[src/design/itra_pkg.sv]
// Package for the radix ASCII converter: widths, character codes and helpers.
`timescale 1ns / 1ps
`default_nettype none

package itra_pkg;

  // Default and fixed widths
  localparam int unsigned VALUE_WIDTH_DEF = 32;
  localparam int unsigned VALUE_IN_W      = 32;
  localparam int unsigned RADIX_W         = 6;
  localparam int unsigned CHAR_W          = 7;

  // Radix limits
  localparam logic [RADIX_W-1:0] RADIX_MIN = 6'd2;
  localparam logic [RADIX_W-1:0] RADIX_MAX = 6'd36;

  // Character codes
  localparam logic [CHAR_W-1:0] CH_MINUS   = 7'h2D;
  localparam logic [CHAR_W-1:0] CH_ZERO    = 7'h30;
  localparam logic [CHAR_W-1:0] CH_LOWER_A = 7'h61;
  localparam logic [RADIX_W-1:0] DIGIT_MAX_NUMERIC = 6'd9;
  localparam logic [RADIX_W-1:0] LETTER_BASE       = 6'd10;

  // Clamp a raw radix into 2..36
  function automatic logic [RADIX_W-1:0] clamp_radix(input logic [RADIX_W-1:0] r);
    logic [RADIX_W-1:0] res;
    res = r;
    if (r < RADIX_MIN) res = RADIX_MIN;
    if (r > RADIX_MAX) res = RADIX_MAX;
    return res;
  endfunction

  // Digit value to ASCII character
  function automatic logic [CHAR_W-1:0] digit_char(input logic [RADIX_W-1:0] d);
    logic [CHAR_W-1:0] c;
    if (d > DIGIT_MAX_NUMERIC) begin
      c = {1'b0, d - LETTER_BASE} + CH_LOWER_A;
    end else begin
      c = {1'b0, d} + CH_ZERO;
    end
    return c;
  endfunction

endpackage

`default_nettype wire

[src/design/integer_to_radix_ascii_top.sv]
// Integer to ASCII converter in radix 2..36, most significant digit first.
// Conversion: the shared bit-serial divider produces each digit (one quotient
// bit per cycle), then each digit is read from the digit stack (ST_RD presents
// the address, ST_EM emits the char); '-' appears the cycle after start.
// Throughput: one word per conversion; busy stays high until the last char.
// The receiver cannot stall. Reset (async, active low) returns to idle.
`timescale 1ns / 1ps
`default_nettype none

module integer_to_radix_ascii_top #(
  parameter int unsigned VALUE_WIDTH = itra_pkg::VALUE_WIDTH_DEF
) (
  input  wire logic                          clk_i,
  input  wire logic                          rst_ni,
  input  wire logic                          start,
  output logic                               busy,
  input  wire logic [itra_pkg::VALUE_IN_W-1:0] value_i,
  input  wire logic [itra_pkg::RADIX_W-1:0]  radix_i,
  input  wire logic                          negative_i,
  output logic                               valid_o,
  output logic      [itra_pkg::CHAR_W-1:0]   char_out_o,
  output logic                               last_o
);

  import itra_pkg::*;

  localparam int unsigned W  = VALUE_WIDTH;
  localparam int unsigned AW = $clog2(W);
  localparam int unsigned NW = $clog2(W + 1);

  // Sequencer states
  localparam logic [1:0] ST_IDLE = 2'd0;
  localparam logic [1:0] ST_DIV  = 2'd1;
  localparam logic [1:0] ST_RD   = 2'd2;
  localparam logic [1:0] ST_EM   = 2'd3;

  logic [1:0]          state_q, state_d;
  logic [NW-1:0]       cnt_q, cnt_d;
  logic [AW-1:0]       ptr_q, ptr_d;
  logic [RADIX_W-1:0]  radix_q;
  logic                valid_q, valid_d;
  logic                last_q, last_d;
  logic [CHAR_W-1:0]   char_q, char_d;

  logic                accept;
  logic [W-1:0]        val_w;
  logic [W-1:0]        val_sel;
  logic [RADIX_W-1:0]  radix_c;

  logic                div_start;
  logic [W-1:0]        div_dividend;
  logic [RADIX_W-1:0]  div_divisor;
  logic                div_done;
  logic [W-1:0]        div_quot;
  logic [RADIX_W-1:0]  div_rem;

  logic                ram_we;
  logic [RADIX_W-1:0]  ram_rdata;

  // Fit the input word to the working width
  if (W > VALUE_IN_W) begin : g_ext
    assign val_w = {{(W - VALUE_IN_W){1'b0}}, value_i};
  end else begin : g_trunc
    assign val_w = value_i[W-1:0];
  end

  assign accept  = start && (state_q == ST_IDLE);
  assign val_sel = negative_i ? (~val_w + 1'b1) : val_w;
  assign radix_c = clamp_radix(radix_i);

  // Divider hookup: first digit from the input, later ones from the quotient
  assign div_dividend = accept ? val_sel : div_quot;
  assign div_divisor  = accept ? radix_c : radix_q;
  assign div_start    = accept || ((state_q == ST_DIV) && div_done && (div_quot != '0));
  assign ram_we       = (state_q == ST_DIV) && div_done;

  itra_div #(
    .W (W)
  ) u_div (
    .clk_i      (clk_i),
    .rst_ni     (rst_ni),
    .start_i    (div_start),
    .dividend_i (div_dividend),
    .divisor_i  (div_divisor),
    .done_o     (div_done),
    .quot_o     (div_quot),
    .rem_o      (div_rem)
  );

  // Digit stack, least significant digit at address 0
  itra_ram #(
    .WIDTH (RADIX_W),
    .DEPTH (W)
  ) u_stack (
    .clk_i   (clk_i),
    .we_i    (ram_we),
    .waddr_i (cnt_q[AW-1:0]),
    .wdata_i (div_rem),
    .raddr_i (ptr_q),
    .rdata_o (ram_rdata)
  );

  // Sequencer
  always_comb begin
    state_d = state_q;
    cnt_d   = cnt_q;
    ptr_d   = ptr_q;
    valid_d = 1'b0;
    last_d  = last_q;
    char_d  = char_q;
    case (state_q)
      ST_IDLE: begin
        if (accept) begin
          cnt_d   = '0;
          state_d = ST_DIV;
          if (negative_i) begin
            valid_d = 1'b1;
            char_d  = CH_MINUS;
            last_d  = 1'b0;
          end
        end
      end
      ST_DIV: begin
        if (div_done) begin
          cnt_d = cnt_q + 1'b1;
          if (div_quot == '0) begin
            ptr_d   = cnt_q[AW-1:0];
            state_d = ST_RD;
          end
        end
      end
      ST_RD: begin
        // read address is presented this cycle
        state_d = ST_EM;
      end
      ST_EM: begin
        valid_d = 1'b1;
        char_d  = digit_char(ram_rdata);
        last_d  = (ptr_q == '0);
        if (ptr_q == '0) begin
          state_d = ST_IDLE;
        end else begin
          ptr_d   = ptr_q - 1'b1;
          state_d = ST_RD;
        end
      end
      default: begin
        state_d = ST_IDLE;
      end
    endcase
  end

  always_ff @(posedge clk_i or negedge rst_ni) begin
    if (!rst_ni) begin
      state_q <= ST_IDLE;
      valid_q <= 1'b0;
      cnt_q   <= '0;
      ptr_q   <= '0;
    end else begin
      state_q <= state_d;
      valid_q <= valid_d;
      cnt_q   <= cnt_d;
      ptr_q   <= ptr_d;
    end
  end

  // Output word and held radix
  always_ff @(posedge clk_i) begin
    char_q <= char_d;
    last_q <= last_d;
    if (accept) begin
      radix_q <= radix_c;
    end
  end

  assign busy       = (state_q != ST_IDLE);
  assign valid_o    = valid_q;
  assign char_out_o = char_q;
  assign last_o     = last_q;

  // Checks
  a_last_frees: assert property (@(posedge clk_i) disable iff (!rst_ni)
    (valid_o && last_o) |-> !busy)
    else $error("last char shown while still busy");

  a_mid_busy: assert property (@(posedge clk_i) disable iff (!rst_ni)
    (valid_o && !last_o) |-> busy)
    else $error("non-final char shown while idle");

  a_start_busy: assert property (@(posedge clk_i) disable iff (!rst_ni)
    (start && !busy) |=> busy)
    else $error("accepted word did not raise busy");

  a_div_owned: assert property (@(posedge clk_i) disable iff (!rst_ni)
    div_done |-> (state_q == ST_DIV))
    else $error("divider finished outside the divide phase");

endmodule

`default_nettype wire

[src/design/itra_ram.sv]
// Generic single-write, single-read RAM with registered read data.
`timescale 1ns / 1ps
`default_nettype none

module itra_ram #(
  parameter int unsigned WIDTH = 6,
  parameter int unsigned DEPTH = 32,
  localparam int unsigned AW = (DEPTH > 1) ? $clog2(DEPTH) : 1
) (
  input  wire logic             clk_i,
  input  wire logic             we_i,
  input  wire logic [AW-1:0]    waddr_i,
  input  wire logic [WIDTH-1:0] wdata_i,
  input  wire logic [AW-1:0]    raddr_i,
  output logic      [WIDTH-1:0] rdata_o
);

  logic [WIDTH-1:0] mem_q [DEPTH];

  // Write port
  always_ff @(posedge clk_i) begin
    if (we_i) begin
      mem_q[waddr_i] <= wdata_i;
    end
  end

  // Registered read port
  always_ff @(posedge clk_i) begin
    rdata_o <= mem_q[raddr_i];
  end

endmodule

`default_nettype wire

[src/design/itra_div.sv]
// Bit-serial restoring divider: one quotient bit per cycle, small divisor.
`timescale 1ns / 1ps
`default_nettype none

module itra_div #(
  parameter int unsigned W = itra_pkg::VALUE_WIDTH_DEF
) (
  input  wire logic                          clk_i,
  input  wire logic                          rst_ni,
  input  wire logic                          start_i,
  input  wire logic [W-1:0]                  dividend_i,
  input  wire logic [itra_pkg::RADIX_W-1:0]  divisor_i,
  output logic                               done_o,
  output logic      [W-1:0]                  quot_o,
  output logic      [itra_pkg::RADIX_W-1:0]  rem_o
);

  import itra_pkg::*;

  localparam int unsigned CW = $clog2(W + 1);

  logic [W-1:0]         quot_q, quot_d;
  logic [RADIX_W-1:0]   rem_q, rem_d;
  logic [RADIX_W-1:0]   dvs_q;
  logic [CW-1:0]        cnt_q, cnt_d;
  logic                 done_q, done_d;
  logic [RADIX_W:0]     rem_sh;
  logic [RADIX_W:0]     rem_diff;
  logic                 fits;

  // One restoring step: shift in next dividend bit, trial subtract
  assign rem_sh   = {rem_q, quot_q[W-1]};
  assign rem_diff = rem_sh - {1'b0, dvs_q};
  assign fits     = (rem_sh >= {1'b0, dvs_q});

  always_comb begin
    quot_d = quot_q;
    rem_d  = rem_q;
    cnt_d  = cnt_q;
    done_d = 1'b0;
    if (start_i) begin
      quot_d = dividend_i;
      rem_d  = '0;
      cnt_d  = CW'(W);
    end else if (cnt_q != '0) begin
      quot_d = {quot_q[W-2:0], fits};
      rem_d  = fits ? rem_diff[RADIX_W-1:0] : rem_sh[RADIX_W-1:0];
      cnt_d  = cnt_q - 1'b1;
      done_d = (cnt_q == CW'(1));
    end
  end

  // Control state
  always_ff @(posedge clk_i or negedge rst_ni) begin
    if (!rst_ni) begin
      cnt_q  <= '0;
      done_q <= 1'b0;
    end else begin
      cnt_q  <= cnt_d;
      done_q <= done_d;
    end
  end

  // Datapath
  always_ff @(posedge clk_i) begin
    quot_q <= quot_d;
    rem_q  <= rem_d;
    if (start_i) begin
      dvs_q <= divisor_i;
    end
  end

  assign done_o = done_q;
  assign quot_o = quot_q;
  assign rem_o  = rem_q;

endmodule

`default_nettype wire
[config.mk]
export PLATFORM = sky130hd
export DESIGN_NAME = integer_to_radix_ascii_top
export DESIGN_NICKNAME = d
export VERILOG_FILES = /design/src/design/itra_pkg.sv /design/src/design/integer_to_radix_ascii_top.sv /design/src/design/itra_ram.sv /design/src/design/itra_div.sv
export SDC_FILE = /design/constraint.sdc
export NUM_CORES = 1
export LEC_CHECK = 0
export ABC_AREA = 0
export BUFFER_PORTS_ARGS = -buffer_cell sky130_fd_sc_hd__buf_4
export CORE_AREA = 2 2 173 175
export DETAILED_ROUTE_END_ITERATION = 6
export DIE_AREA = 0 0 175 177
export SYNTH_ARGS = -nofsm -noshare
export SYNTH_HDL_FRONTEND = slang
export SYNTH_HIERARCHICAL = 1
export SYNTH_SLANG_ARGS = --single-unit
[constraint.sdc]
create_clock -name clk_i -period 8.11 [get_ports clk_i]
set_clock_uncertainty 0.1 [all_clocks]
set_input_delay 1.622 -clock clk_i [delete_from_list [all_inputs] [get_ports clk_i]]
set_output_delay 1.622 -clock clk_i [all_outputs]
set_load 0.1 [all_outputs]
After elaboration in Yosys (flattened, before gate mapping)
Memory sizes are Yosys's and may differ from the RTL's. A register that Yosys moved wholly into a read port is not among the register bits. Index checks and enable logic that the tools add are counted.

Reduce and logical (&&, ||, !) cells: 19. Bitwise gates (word level): 1. Multiplexer cells: 36. Equality and inequality tests: 10. Add/subtract/negate cells: 8. Order comparisons: 4.

Operators by type and width (count): $mux W32 (4); $mux W6 (8); $add A32 B1 Y32 const B (1); $logic_not A32 Y1 (1); $not A32 Y32 (1); $reduce_bool A32 Y1 (1); $mux W7 (3); $mux W5 (3); $pmux W7 S2 (1); $pmux W6 S2 (1); $pmux W5 S2 (1); $reduce_bool A2 Y1 (5); $reduce_and A3 Y1 (3); $mux W1 (8); $mux W2 (4); $ne A2 B2 Y1 const B (4); $pmux W2 S4 (1); $add A6 B6 Y7 const B (1); $add A6 B7 Y7 const B (1); $ge A7 B6 Y1 (1); $add A6 B1 Y6 const B (1); $eq A6 B1 Y1 const B (1); $gt A6 B4 Y1 const B (1); $gt A6 B6 Y1 const B (1); other kinds (16) (21).

RAM bits: 192. Input port bits: 42. Register bits after elaboration: 79. Memories: 1.

Memories: u_stack.mem_q (depth 32, bits a word 6, read ports 1, clocked after memory_dff 1, write ports 1, RTL line itra_ram.sv:18) `logic [WIDTH-1:0] mem_q [DEPTH];`.

Depth between registers and ports, before layout
Word-level depth: 6. Depth in mapped cells: 10. Depth with buffers taken out: 8.

Cells and area by module
Netlist, hierarchy kept.

By module, submodules not included: itra_ram (seq. area each 5885.6 µm², area an instance 7589.8 µm², cells each 323, times used 1); integer_to_radix_ascii_top (seq. area each 685.7 µm², area an instance 2770.2 µm², cells each 362, times used 1); itra_div (seq. area each 1436.4 µm², area an instance 2507.4 µm², cells each 182, times used 1).

Least setup slack after synthesis
Ideal clock, no wire load.

Kind: input to register. Start point: input port start. End point: register u_div.quot_q[0], in the netlist u_div/quot_o[0] (enable). Buffers on the path: 3. Stages on the path: 6. Library setup time: 0.482 ns. Setup slack: 3.901 ns. Data arrival time: 3.627 ns. Cell sequence: nand2_1 clkbuf_1 clkbuf_1 o21ai_0 clkbuf_1 nand2b_1.

Word-level cells in the longest chain between the ends: 4. Elaborated cells between the ends (all ways): 5. Those cells by class: eq/ne (1); reduce/logical (4).

RTL lines: start, declared (RTL line integer_to_radix_ascii_top.sv:15) `input wire logic start,`; $logic_and A1 B1 Y1 * (RTL line integer_to_radix_ascii_top.sv:67) `assign accept = start && (state_q == ST_IDLE);`; $logic_or A1 B1 Y1 * (RTL line integer_to_radix_ascii_top.sv:74) `assign div_start = accept || ((state_q == ST_DIV) && div_done && (div_quot != '0));`; via div_start (RTL line integer_to_radix_ascii_top.sv:50) `logic div_start;`; $ne A2 B2 Y1 (no source line) or $reduce_bool A2 Y1 (tied branches); $reduce_and A2 Y1 (no source line) *; end signal, assigned (RTL line itra_div.sv:66) `quot_q <= quot_d;`; end, declared (RTL line itra_div.sv:22) `logic [W-1:0] quot_q, quot_d;`.

The timed path passes the listed nets; every way through them passes the cells marked *. A chain may end at the register's enable or synchronous reset.

Final worst setup path
Start point: input port value_i[0] (netlist name). End point: register u_div.quot_q[30], in the netlist u_div/quot_o[30], data pin.

Word-level cells in the longest chain between the ends: 5.

RTL lines: start, declared (RTL line integer_to_radix_ascii_top.sv:17) `input wire logic [itra_pkg::VALUE_IN_W-1:0] value_i,`; $not A32 Y32 (RTL line integer_to_radix_ascii_top.sv:68) `assign val_sel = negative_i ? (~val_w + 1'b1) : val_w;`; $add A32 B1 Y32 (RTL line integer_to_radix_ascii_top.sv:68); $mux W32 (RTL line integer_to_radix_ascii_top.sv:68); $mux W32 (RTL line integer_to_radix_ascii_top.sv:72) `assign div_dividend = accept ? val_sel : div_quot;`; via div_dividend[30] (RTL line integer_to_radix_ascii_top.sv:51) `logic [W-1:0] div_dividend;`; $mux W32 (RTL line itra_div.sv:41) `if (start_i) begin`; via u_div.quot_d[30] (RTL line itra_div.sv:22).

The timed path passes the listed nets, and every way through them passes these cells. The select of a mux whose other input is x is not followed.

==> reports/qor.yml <==
p_sw_mw: 1.803
syn_inst: 867
cts_buffer_depth: 3
synth.top_cell.area_share_pct: 55.54
nets: 987
min_path_type: "reg -> reg"
grt_usage_pct: 16.73
maxSlewHeadroom_pct: 16.37
start_util_pct: 44.00
core_area_um2: 29240
die_w_um: 175
io_pins: 52
max_freq_mhz: 281.6
cts-root-buf: "clkbuf_16"
vdd_drop_max_mv: 0.2010
numPortBuffers: 51
period_minus_slack_ns: 3.551
htree_levels: 1
wl_per_cell_um: 18.98
clkTransAtPathRegs_ns: 0.06
synth_area_leader_cell: "edfxtp_1"
slew_violations: 0
required_ns: 8.31
drive_above_1_share_pct: 24.60
combPwrFrac_pct: 32.7
synth_seq_cells: 276
internal_power_mw: 3.618
synthArstFlopShare_pct: 7.246
drtIter0Drc: 486
stdcell_count: 1333
final_area_um2: 14680
cts_resized: 0
overflow: 0
synthFlopType: "edfxtp_1"
hold_depth: 2
grt_pass1_wl_um: 40790
synthTopCellsByCount: "238 x edfxtp_1, 66 x nor2_1, 64 x nand2_1, 60 x mux4_2, 47 x o21ai_0"
cts.sinks: 276
cp.arrival_ns: 3.75
antenna_found_initial: 0
cellLeakagePower_nw: 5.099
ys_seq_area_share_pct: 62.23
power_density_nw_per_um2: 369.3
path_max_fanout: 8
swShare_pct: 33.26
viasPerCell: 5.446
critical_path_class: "in -> reg"
synthesis.area_um2: 12870
seqPwrFrac_pct: 41.1
worstSkewPairLatency_ns: 0.57
holdWs_ns: 0.3670
drc: 0
die_y_um: 177
pwr-share-clk_pct: 26.2
placed_cells: 1280
postCtsSetupRepairBufs: 0
pre_cts_ws_ns: 3.999
worstRegToRegCells: 7
finalHoldViolations: 0
fin_crit_sh_pct: 43.78
drtPass1Iterations: 5
dieArea_um2: 30980
syn_to_final_growth_pct: 14.09
place_hpwl_um: 16540
setup_viol: 0
yosysWarnings: 6
fin_setup_tns_ns: 0
core.rowCount: 63
cts-hold-fix-buffers: 0
status: "complete, no violations"
worst_pin_slew_ns: 1.253
drv_cap: 0
wirelength_um: 25300
ys_top_cells_by_area: "edfxtp_1 56%, mux4_2 11%, dfrtp_1 3.9%"
synth-edff-count: 238
syn-num-nets: 933
place.gp.congestion: 0.7643
fillers: 2531
synth_cell_types: 76
start_kind: "input port"
diodes: 0
avgSynthCellArea_um2: 14.84
grt_pass1_vias: 7114
cts_made_buffers: 29
endpoint_kind: "flop"
fin_ws_ns: 4.559
grt_start_max_net_pins: 77
rsz0062_at_grt: "no"
synth.most_common_cell: "edfxtp_1"
cts_tree: "done"
vias: 7259
ant_nets: 0
place_area_um2: 13650
[power groups by stage]
stage / logic (mW) / clock network (mW) / registers (mW)
after floorplan: 1.26 / 0 / 2.30
after global placement: 1.75 / 0 / 2.26
after detailed placement: 1.79 / 0 / 2.27
after CTS: 1.79 / 1.44 / 2.24
after global routing: 1.95 / 1.50 / 2.28
final: 1.77 / 1.42 / 2.23
[registers in the layout, indices dropped and copies added, names as in the netlist]
register         count
char_out_o           7
cnt_q                5
last_o               1
ptr_q                5
radix_q              6
state_q              2
u_div/cnt_q          6
u_div/done_o         1
u_div/dvs_q          6
u_div/quot_o        32
u_div/rem_o          6
u_stack/mem_q      192
u_stack/rdata_o      6
valid_o              1
[per-layer routing]
| layer | part of all wire [%] | wire length, µm | track usage (%) |
|---|---|---|---|
| met5 | 0 | 0 | 0 |
| met4 | 2.9 | 743 | 5.035 |
| met3 | 3.1 | 783 | 2.126 |
| met2 | 47 | 11890 | 26.83 |
| met1 | 47 | 11890 | 24.06 |
[cells in the final DEF (no fill, tap or decap), drive strengths merged, types with 6 or more instances in the layout]
cell / instances
mux2i: 6
a211oi: 6
a21oi: 16
dfxtp: 18
o21ai: 54
o41ai: 9
bufinv: 7
nand2: 64
nand2b: 8
mux4: 60
dfrtp: 20
o31ai: 11
xnor2: 12
nand3: 9
nand4: 7
buf: 61
clkinv: 8
inv: 31
nor2: 67
nor4: 15
mux2: 39
xor2: 34
clkbuf: 35
ha: 23
edfxtp: 238
nor3: 14
nand3b: 7
[per-stage QoR]
stage | utilization (%) | power [mW]
after detailed placement | 46.67 | 4.053
after global placement | 46.67 | 4.014
after CTS | 50.20 | 5.475
after floorplan | - | 3.567
final | 50.20 | 5.421
after global routing | 50.20 | 5.733
[area by class of cell]
type / count / area, µm² / area share [%]
sequential: 276 / 8013 / 54.58
multi-input combinational: 522 / 4573 / 31.15
clock inverter: 18 / 284.0 / 1.935
clock buffer: 35 / 748.2 / 5.097
inverter: 31 / 116.4 / 0.7926
timing repair buffer: 61 / 457.9 / 3.119
tap: 390 / 488.0 / 3.324
[worst max-delay path: stages]
cell     delay [ns]
buf_4          0.13
inv_1          0.08
ha_1           0.19
nor3b_1        0.39
nand4_2        0.32
o41ai_1        0.48
xor2_1         0.18
o21ai_1        0.07
mux2_2         0.28
[worst paths after layout]
kind,slack [ns],endpoint,from
min in group asynchronous,0.83,state_q[0],rst_ni
min reg2reg,0.37,radix_q[4],radix_q[4]
max reg2reg,4.92,u_div/quot_o[29],state_q[1]
max,4.56,u_div/quot_o[30],value_i[0]
max in group asynchronous,6.82,u_div/cnt_q[2],rst_ni
min,0.37,radix_q[4],radix_q[4]
[cell families after synthesis]
family                     Yosys count  share of synthesized area [%]
AOI/OAI and AO/OA                  127                          6.807
xor gates and xnor gates            46                          3.131
adders and majority gates           25                          2.470
buffers and inverters               69                          2.334
DFF                                276                          62.23
muxes                              105                          14.38
and+or+nand+nor                    219                          8.644
(Power assumes the default switching activity.)
